<file path="src/design/ghs_pkg.sv">
// ghs_pkg: types, codes and the section-entry function for the gzip header skipper.
// Used by ghs_step and gzip_header_skipper_unit. No dependencies.
`timescale 1ns / 1ps
`default_nettype none

package ghs_pkg;

  typedef enum logic [3:0] {
    PH_MAGIC1  = 4'd0,
    PH_MAGIC2  = 4'd1,
    PH_METHOD  = 4'd2,
    PH_FLAGS   = 4'd3,
    PH_FIXED   = 4'd4,
    PH_PART    = 4'd5,
    PH_XLEN_LO = 4'd6,
    PH_XLEN_HI = 4'd7,
    PH_EXTRA   = 4'd8,
    PH_NAME    = 4'd9,
    PH_COMMENT = 4'd10,
    PH_CRYPT   = 4'd11,
    PH_PAYLOAD = 4'd12
  } phase_t;

  typedef enum logic [1:0] {
    ST_HEADER  = 2'd0,
    ST_LAST    = 2'd1,
    ST_PAYLOAD = 2'd2,
    ST_ERROR   = 2'd3
  } status_t;

  localparam logic [7:0]  MAGIC1      = 8'h1f;
  localparam logic [7:0]  MAGIC2      = 8'h8b;
  localparam logic [7:0]  METHOD_DEFL = 8'd8;
  localparam logic [15:0] FIXED_LEN   = 16'd6;
  localparam logic [15:0] PART_LEN    = 16'd2;
  localparam logic [15:0] CRYPT_LEN   = 16'd12;

  localparam int unsigned FLG_PART  = 1;
  localparam int unsigned FLG_EXTRA = 2;
  localparam int unsigned FLG_NAME  = 3;
  localparam int unsigned FLG_CMT   = 4;
  localparam int unsigned FLG_CRYPT = 5;

  typedef struct packed {
    logic [7:0] stream_byte;
    logic       restart;
  } in_word_t;

  typedef struct packed {
    logic [1:0] status;
    logic [7:0] payload_byte;
  } out_word_t;

  typedef struct packed {
    phase_t      phase;
    logic [7:0]  header_flags;
    logic [15:0] skip_count;
    logic        error_seen;
  } ghs_state_t;

  typedef struct packed {
    phase_t      phase;
    logic [15:0] skip_count;
  } section_t;

  // First present section at or after p; absent sections fall through.
  function automatic section_t enter_section(phase_t p, logic [7:0] flags,
                                             logic [15:0] skip);
    section_t r;
    logic     at_part;
    logic     at_xlo;
    logic     at_extra;
    logic     at_name;
    logic     at_cmt;
    logic     at_crypt;
    at_part  = (p == PH_PART);
    at_xlo   = (at_part && !flags[FLG_PART]) || (p == PH_XLEN_LO);
    at_extra = (p == PH_EXTRA);
    at_name  = (at_xlo && !flags[FLG_EXTRA]) || (at_extra && skip == 16'd0) ||
               (p == PH_NAME);
    at_cmt   = (at_name && !flags[FLG_NAME]) || (p == PH_COMMENT);
    at_crypt = (at_cmt && !flags[FLG_CMT]) || (p == PH_CRYPT);
    r.skip_count = skip;
    if (p == PH_FIXED) begin
      r.phase = PH_FIXED;
      r.skip_count = FIXED_LEN;
    end else if (at_part && flags[FLG_PART]) begin
      r.phase = PH_PART;
      r.skip_count = PART_LEN;
    end else if (at_xlo && flags[FLG_EXTRA]) begin
      r.phase = PH_XLEN_LO;
    end else if (at_extra && skip != 16'd0) begin
      r.phase = PH_EXTRA;
    end else if (at_name && flags[FLG_NAME]) begin
      r.phase = PH_NAME;
    end else if (at_cmt && flags[FLG_CMT]) begin
      r.phase = PH_COMMENT;
    end else if (at_crypt && flags[FLG_CRYPT]) begin
      r.phase = PH_CRYPT;
      r.skip_count = CRYPT_LEN;
    end else begin
      r.phase = PH_PAYLOAD;
    end
    return r;
  endfunction

endpackage

`default_nettype wire

</file>
<file path="src/design/gzip_header_skipper_unit.sv">
// gzip_header_skipper_unit: top level of the gzip member header skipper.
// Depends on ghs_pkg and ghs_step.
//
// Usage:
//   in channel (in_valid, in_stall, in_word) carries one stream byte per word,
//   with a restart bit that starts a new header and clears a sticky error.
//   out channel (out_valid, out_stall, out_word) returns one status word per
//   input word, in order: in header, last header byte, payload (byte echoed),
//   or error.
//   out_valid rises in the cycle after input accept. Throughput: one byte
//   per cycle while no result is held; parse state and output register both
//   update in the accepting cycle, so the per-byte logic is the only loop.
//   While out_stall holds a result, in_stall is raised and the result holds.
//   Reset (rst, synchronous, active high) returns the parser to the first
//   magic byte, clears flags, count and error, and empties the output.
`timescale 1ns / 1ps
`default_nettype none

module gzip_header_skipper_unit import ghs_pkg::*; (
  input  wire       clk,
  input  wire       rst,
  input  wire       in_valid,
  output logic      in_stall,
  input  wire in_word_t in_word,
  output logic      out_valid,
  input  wire       out_stall,
  output out_word_t out_word
);

  ghs_state_t state;
  ghs_state_t state_next;
  out_word_t  res;
  logic       in_accept;

  assign in_stall  = out_valid && out_stall;
  assign in_accept = in_valid && !in_stall;

  ghs_step u_step (
    .cur  (state),
    .word (in_word),
    .nxt  (state_next),
    .res  (res)
  );

  always_ff @(posedge clk) begin
    if (rst) begin
      state.phase        <= PH_MAGIC1;
      state.header_flags <= 8'd0;
      state.skip_count   <= 16'd0;
      state.error_seen   <= 1'b0;
      out_valid          <= 1'b0;
    end else begin
      if (in_accept) begin
        state     <= state_next;
        out_valid <= 1'b1;
      end else if (!out_stall) begin
        out_valid <= 1'b0;
      end
    end
  end

  always_ff @(posedge clk) begin
    if (in_accept) begin
      out_word <= res;
    end
  end

  a_err_sticky: assert property (@(posedge clk) disable iff (rst)
    in_accept && state.error_seen && !in_word.restart |=> out_word.status == ST_ERROR)
    else $error("error not sticky");

  a_payload_zero: assert property (@(posedge clk) disable iff (rst)
    out_valid && out_word.status != ST_PAYLOAD |-> out_word.payload_byte == 8'd0)
    else $error("payload byte set outside payload");

  a_payload_pass: assert property (@(posedge clk) disable iff (rst)
    in_accept && state.phase == PH_PAYLOAD && !state.error_seen && !in_word.restart
    |=> out_word.status == ST_PAYLOAD && state.phase == PH_PAYLOAD)
    else $error("payload phase left without restart");

endmodule

`default_nettype wire

</file>
<file path="src/design/ghs_step.sv">
// ghs_step: per-byte next-state and status logic of the gzip header skipper.
// Depends on ghs_pkg.
`timescale 1ns / 1ps
`default_nettype none

module ghs_step import ghs_pkg::*; (
  input  wire ghs_state_t cur,
  input  wire in_word_t   word,
  output ghs_state_t      nxt,
  output out_word_t       res
);

  ghs_state_t s;
  section_t   sec;
  logic [7:0] b;
  logic [15:0] dec;

  assign b = word.stream_byte;

  always_comb begin
    s = cur;
    if (word.restart) begin
      s.phase        = PH_MAGIC1;
      s.header_flags = 8'd0;
      s.skip_count   = 16'd0;
      s.error_seen   = 1'b0;
    end
    nxt = s;
    res.status       = ST_HEADER;
    res.payload_byte = 8'd0;
    dec = (s.skip_count != 16'd0) ? s.skip_count - 16'd1 : s.skip_count;
    sec = '0;

    if (s.error_seen) begin
      res.status = ST_ERROR;
    end else if (s.phase >= PH_PAYLOAD) begin
      res.status       = ST_PAYLOAD;
      res.payload_byte = b;
    end else begin
      unique case (s.phase)
        PH_MAGIC1: begin
          if (b != MAGIC1) nxt.error_seen = 1'b1;
          else nxt.phase = PH_MAGIC2;
        end
        PH_MAGIC2: begin
          if (b != MAGIC2) nxt.error_seen = 1'b1;
          else nxt.phase = PH_METHOD;
        end
        PH_METHOD: begin
          if (b != METHOD_DEFL) nxt.error_seen = 1'b1;
          else nxt.phase = PH_FLAGS;
        end
        PH_FLAGS: begin
          nxt.header_flags = b;
          sec = enter_section(PH_FIXED, b, s.skip_count);
          nxt.phase = sec.phase;
          nxt.skip_count = sec.skip_count;
        end
        PH_FIXED, PH_PART, PH_EXTRA, PH_CRYPT: begin
          nxt.skip_count = dec;
          if (dec == 16'd0) begin
            if (s.phase == PH_FIXED)
              sec = enter_section(PH_PART, s.header_flags, dec);
            else if (s.phase == PH_PART)
              sec = enter_section(PH_XLEN_LO, s.header_flags, dec);
            else if (s.phase == PH_EXTRA)
              sec = enter_section(PH_NAME, s.header_flags, dec);
            else
              sec = enter_section(PH_PAYLOAD, s.header_flags, dec);
            nxt.phase = sec.phase;
            nxt.skip_count = sec.skip_count;
          end
        end
        PH_XLEN_LO: begin
          nxt.skip_count = {8'd0, b};
          nxt.phase = PH_XLEN_HI;
        end
        PH_XLEN_HI: begin
          sec = enter_section(PH_EXTRA, s.header_flags, {b, s.skip_count[7:0]});
          nxt.phase = sec.phase;
          nxt.skip_count = sec.skip_count;
        end
        PH_NAME: begin
          if (b == 8'd0) begin
            sec = enter_section(PH_COMMENT, s.header_flags, s.skip_count);
            nxt.phase = sec.phase;
            nxt.skip_count = sec.skip_count;
          end
        end
        default: begin
          if (b == 8'd0) begin
            sec = enter_section(PH_CRYPT, s.header_flags, s.skip_count);
            nxt.phase = sec.phase;
            nxt.skip_count = sec.skip_count;
          end
        end
      endcase
      if (nxt.error_seen) res.status = ST_ERROR;
      else if (nxt.phase == PH_PAYLOAD) res.status = ST_LAST;
      else res.status = ST_HEADER;
    end
  end

endmodule

`default_nettype wire
</file>
<file path="config.mk">
export PLATFORM = sky130hd
export DESIGN_NAME = gzip_header_skipper_unit
export DESIGN_NICKNAME = d
export VERILOG_FILES = /design/src/design/ghs_pkg.sv /design/src/design/gzip_header_skipper_unit.sv /design/src/design/ghs_step.sv
export SDC_FILE = /design/constraint.sdc
export NUM_CORES = 1
export LEC_CHECK = 0
export BUFFER_PORTS_ARGS = -buffer_cell sky130_fd_sc_hd__buf_2
export CORE_MARGIN = 2
export CORE_UTILIZATION = 45
export CTS_BUF_LIST = sky130_fd_sc_hd__clkbuf_8
export DETAILED_ROUTE_END_ITERATION = 8
export MAX_ROUTING_LAYER = met4
export PLACE_DENSITY = 0.62
export SLEW_MARGIN = 20
export SYNTH_ARGS = -nofsm -noshare
export SYNTH_HDL_FRONTEND = slang
export SYNTH_SLANG_ARGS = --single-unit
</file>
<file path="constraint.sdc">
create_clock -name clk -period 12.6 [get_ports clk]
set_input_delay 0.63 -clock clk [delete_from_list [all_inputs] [get_ports clk]]
set_output_delay 0.63 -clock clk [all_outputs]
set_load 0.02 [all_outputs]
</file>
; Yosys cells after proc, flatten, opt, wreduce, memory -nomap -nowiden
; Cells that the tools add are included.
[totals]
elab_cells = 133
input_bits = 13
reg_bits = 40
out_inout_bits = 12
[classes]
order_cmp = 1
eq_ne = 15
n_reduce_logical = 38
add_sub_neg = 1
bitwise_logic = 1
n_mux = 69
[ops]
columns = operator, count
row1 = 16-bit two-way mux, 22
row2 = 16-bit case mux with 6 select lines, 1
row3 = 29-bit two-way mux, 3
row4 = 20-bit two-way mux, 4
row5 = 4-bit two-way mux, 19
row6 = 16-bit zero test, 2
row7 = 4-bit case mux with 8 select lines, 1
row8 = 16-bit nonzero test, 2
row9 = 1-bit logical AND, 23
row10 = 3-bit two-way mux, 7
row11 = "4-bit by 3-bit == test with 1-bit output, second input constant", 4
row12 = "4-bit == test, second input constant", 4
row13 = "16-bit by 1-bit subtractor with 16-bit output, second input constant", 1
row14 = 1-bit two-way mux, 10
row15 = "4-bit by 2-bit == test with 1-bit output, second input constant", 2
row16 = 8-bit zero test, 1
row17 = 8-bit two-way mux, 1
row18 = "8-bit by 4-bit != test with 1-bit output, second input constant", 1
row19 = "8-bit by 5-bit != test with 1-bit output, second input constant", 1
row20 = "8-bit != test, second input constant", 1
row21 = 3-bit OR reduction, 2
row22 = 1-bit zero test, 5
row23 = "4-bit by 1-bit == test with 1-bit output, second input constant", 1
row24 = "4-bit greater-or-equal comparator, second input constant", 1
row25 = 6 further kinds, 6

; Logic depth before layout (Yosys ltp)
[logic_depth]
ltp_word = 20
mapped_depth = 18
mapped_depth_nobuf = 12

; Cells and area by module
; From an unflattened synthesis, not the netlist that was laid out.
[hier_totals]
cells_unflattened = 513
area_unflattened_um2 = 3853.7
[by_module_without_submodules]
columns = mod, area_each_um2, cells_per_inst, seq_area_each_um2, instances
row1 = ghs_step, 2182.1, 373, 0.0, 1
row2 = gzip_header_skipper_unit, 1671.6, 140, 900.9, 1

; Worst setup path after synthesis
; No wires, ideal clock.
[synth_path]
kind = input to register
from = input in_word[0] (netlist bit)
to = register out_word[8] (netlist bit), data pin
setup_time_ns = 0.152
t_required_ns = 12.448
n_path_buf = 6
t_arrival_ns = 5.211
stages = 18
path_slack_ns = 7.237
cell_sequence = clkbuf_1 clkbuf_1 clkbuf_1 clkbuf_1 clkbuf_1 nand2b_1 ha_1 buf_2 or4b_2 or3_1 o31ai_1 a21oi_1 or4_4 nor4_4 a21oi_1 o311ai_2 nand4bb_1 a31oi_1
[synth_between]
elab_chain_len = 20
word_cells_on_any_way = 83
cone_classes = 1 x add/sub / 1 x order compare / 11 x eq/ne / 39 x mux / 31 x reduce/logical
[synth_rtl]
columns = element, line_no
row1 = "start, declared", gzip_header_skipper_unit.sv:24  ; input wire in_word_t in_word,
row2 = 29-bit two-way mux (*), ghs_step.sv:22  ; if (word.restart) begin
row3 = branches (longest 19 deep; another with 16-bit by 1-bit subtractor with 16-bit output), -
row4 = "end signal, assigned", gzip_header_skipper_unit.sv:64  ; out_word <= res;
row5 = "end, declared", gzip_header_skipper_unit.sv:27  ; output out_word_t out_word
; Mark *: on every way between the ends. The select of a mux whose other input is x is not followed.
; A chain may end at the register's enable or synchronous reset.

; Final worst setup path
; Ends and elaborated chain as after synthesis.

==> run summary <==
## Status
• completed — status

## Die
• 30 — Core Rows
• 46.59% — Starting Density
• 25 — boundary pin count
• 88.11 um — width of the chip
• 0.006832 mm2 — standard cell core area
• 0.007762 mm2 — Total Die Area
• 88.11 um — Die Span Y

## Detailed routing
• 4.383 mm — WL met2
• 3624 — overall via count from detail_route
• 0 — post-route antenna net violation count
• 6.577 — vias per inst
• 10.32 mm — final wirelength
• 0 — drc violations
• met4 — top metal layer carrying routed signals
• 4.856 mm — met1 WL
• 385 — number of design-rule violations left by the first detailed-router iteration
• 5 — detailed-routing iteration count for the pre-antenna-repair pass
• 821 um — total met3 wirelength after detailed routing
• 18.74 um — average wire length per cell after detail routing

## Clock tree
• yes — clock tree from TritonCTS
• 0 — # Post-CTS Setup Buffers
• 5 — number of buffers added by the clock tree synthesis step
• 2 — CTS H-Tree Depth
• 0.30 ns — clock network latency to the later pin of the worst-skew pair
• 0 — hold_buf cts
• 0.08 ns — clk slew on worst S/H paths
• 37 — CTS sink cnt
• 0 — post-cts repair resize count
• 2 — Max Root-Sink Buffers
• sky130_fd_sc_hd__clkbuf_8 — Clk Tree Root Cell

## STA
• 0.005056 ns — setup skew after layout
• 0 — total count of max-transition violations in the final report
• false — RSZ-0062 raised after global routing
• 0 — final hold violation count
• 36.64% — headroom to the max-slew limit
• 4.924 ns — final critical path time including I/O delays and setup
• 203.1 MHz — maximum frequency from static timing analysis
• 0 — final setup violation count
• 39.08% — final critical-path share of the clock period
• 0.9432 ns — Slew @ Worst Pin
• 0 ns — Post-Route Setup TNS

## Place
• 0.9689 — gpl congestion
• 24 — port bufs
• 0.003329 mm2 — placed standard-cell area
• 7.201 mm — post-DP HPWL

## Critical path
• out_word[8] — critical path endpoint
• in_word[0] — Critical path origin
• 74 — critical path fanouts, max
• in2reg — Setup CP Type
• 8.39 ns — slack of the worst reg-to-reg path
• out_word[8] — reg-to-reg critical path endpoint
• input pin — Critical Path Source Type
• flip-flop — sort of element at the end of the critical path
• 5.08 ns — data arrival at the endpoint of the critical path
• 12.75 ns — worst endpoint required time
• 12 — R2R cell count
• state[2] — R2R Path Start

## Cells and area
• 0 — diode count
• 10.99% — fraction of layout instances using a drive strength above 1
• 53 x sky130_fd_sc_hd__nor2_1, 52 x sky130_fd_sc_hd__a21oi_1, 46 x sky130_fd_sc_hd__nand2_1 — most frequent cells in the layout
• 678 — count of fill cells added during filler insertion
• sky130_fd_sc_hd__nor2_1 — most common library cell in the layout ignoring fill and taps
• 468 — Final nets
• 7.469% — P&R area growth vs syn
• 0.003421 mm2 — final standard cell area without fillers

## Yosys
• sky130_fd_sc_hd__dfxtp_1 — leading register cell type out of synthesis
• 464 — synthesized net count
• 10 — number of flops mapped to enable cells by yosys
• 26.42% — part of the Yosys area used for sequential elements
• 0% — async set-or-reset flop fraction in the synthesized netlist
• 37 — #FFs+latches synth
• 450 — Gate Count Post-Synth
• 0 — warning count from the yosys run
• 0.003183 mm2 — synthesized cell area
• 7.073 um2 — per-instance average area after synthesis
• 66 — number of distinct library cell variants in the gate-level netlist after synthesis

## Job
• 0 — Max Cap Viol

## Global route
• 28.72% — GRT Overall Usage
• 75 — pin count of the biggest net entering global routing
• 0 — initial antenna violation count
• 3149 — number of global-route vias before repair
• 16.70 mm — global-route wire length before repair
• 0 — total congestion overflow after global routing

## Power
• 1.186 nW — Static Leakage
• 86.16 mW/mm2 — power density over cell area
• 0.00004260 V — worst ir drop on vdd

## Worst hold path
• 2 — worst hold stages
• reg2reg — Hold WC Path Type
• state[15] — Hold Path Origin

-- final cells by class --
type | instances | area (um2) | area share, %
Clock inverter | 3 | 22.52 | 0.6584
Inverter | 9 | 33.78 | 0.9876
Sequential cell | 37 | 840.8 | 24.58
Tap cell | 96 | 120.1 | 3.511
Timing Repair Buffer | 28 | 150.1 | 4.389
Multi-Input combinational cell | 373 | 2185 | 63.86
Clock buffer | 5 | 68.82 | 2.012
-- per-stage QoR --
| stage | worst slack, ns | hold slack, ns | power [mW] | utilization, % | instances |
|---|---|---|---|---|---|
| global route | 7.367 | 0.5471 | 0.3085 | 50.07 | 551 |
| floorplan | 7.237 | 0.4737 | 0.1861 | - | 450 |
| detailed placement | 7.489 | 0.4986 | 0.2077 | 48.74 | 543 |
| global placement | 7.608 | 0.5030 | 0.2073 | 48.70 | 543 |
| finish | 7.676 | 0.5186 | 0.2947 | 50.07 | 551 |
| CTS | 7.751 | 0.5125 | 0.2958 | 50.07 | 551 |
-- routing by layer --
layer / vias up / GRT usage, %
li1: 1702 / -
met3: 22 / 4.430
met4: 0 / 9.504
met2: 181 / 40.63
met1: 1719 / 41.51
met5: - / -
-- critical path, stage by stage --
cell	delay [ns]
sky130_fd_sc_hd__buf_2	0.08
sky130_fd_sc_hd__buf_4	0.55
sky130_fd_sc_hd__nand2b_1	0.24
sky130_fd_sc_hd__ha_1	0.33
sky130_fd_sc_hd__or4b_2	0.67
sky130_fd_sc_hd__or3_1	0.35
sky130_fd_sc_hd__o31ai_1	0.21
sky130_fd_sc_hd__a21oi_1	0.12
sky130_fd_sc_hd__or4_4	0.46
sky130_fd_sc_hd__nor4_4	0.55
sky130_fd_sc_hd__a21oi_1	0.18
sky130_fd_sc_hd__o311ai_2	0.33
sky130_fd_sc_hd__nand4bb_1	0.17
sky130_fd_sc_hd__a31oi_1	0.18
-- how the worst min path moves through the flow --
stage,endpoint
2_1_floorplan,state[15]
6_report,state[15]
3_5_place_dp,state[15]
5_1_grt,state[7]
3_3_place_gp,state[7]
4_1_cts,state[15]
-- flip-flops by register name (all words and copies together), names as in the netlist --
name,flops
state,26
out_word,10
out_valid,1
-- cell usage after synthesis, drive strengths merged, types with 2 or more instances --
master   instances  share of area, %
nor2            54               6.4
o311ai           3               1.1
a31oi            8               1.6
a22oi            5               1.2
o21bai           2              0.47
nor4             7               2.3
a21oi           52               8.2
nand2b          14               2.8
a21o             5               1.2
o31ai            7               1.7
nor3            20               3.1
inv              9               1.1
o21ai           37               5.8
and2            10               2.0
nor2b            9               1.8
nor3b            4              0.94
a221o            5               1.6
nand2           46               5.4
o211ai           2              0.47
a211oi           5               1.2
o21a             2              0.47
or4              9               2.2
mux2i            2              0.63
o221ai           2              0.55
edfxtp          10               9.4
o2111ai          3              0.83
or2              3              0.59
a221oi           4               1.1
nor4b            3              0.83
buf              6               1.0
and4             3              0.83
clkbuf          25               2.9
a2111oi          2              0.55
nand3            9               1.4
a211o            2              0.55
dfxtp           27                17
and3             3              0.59
nand4            2              0.39
or3              5               1.1
o22ai            6               1.2
-- where the power goes --
group	switching (mW)	total [mW]	leakage, nW	internal [mW]
clock network	0.0485	0.0878	0.0481	0.0393
registers	0.00416	0.129	0.314	0.125
logic	0.0510	0.0776	0.824	0.0266
-- kinds of logic after synthesis --
kind of cell | share of synthesized area, %
compound gates | 32.39
fa+ha+maj | 0.3930
flops | 26.42
mux | 0.9827
simple gates | 34.24
buf+inv | 5.031
xor+xnor | 0.5504
(Power assumes the default switching activity.)
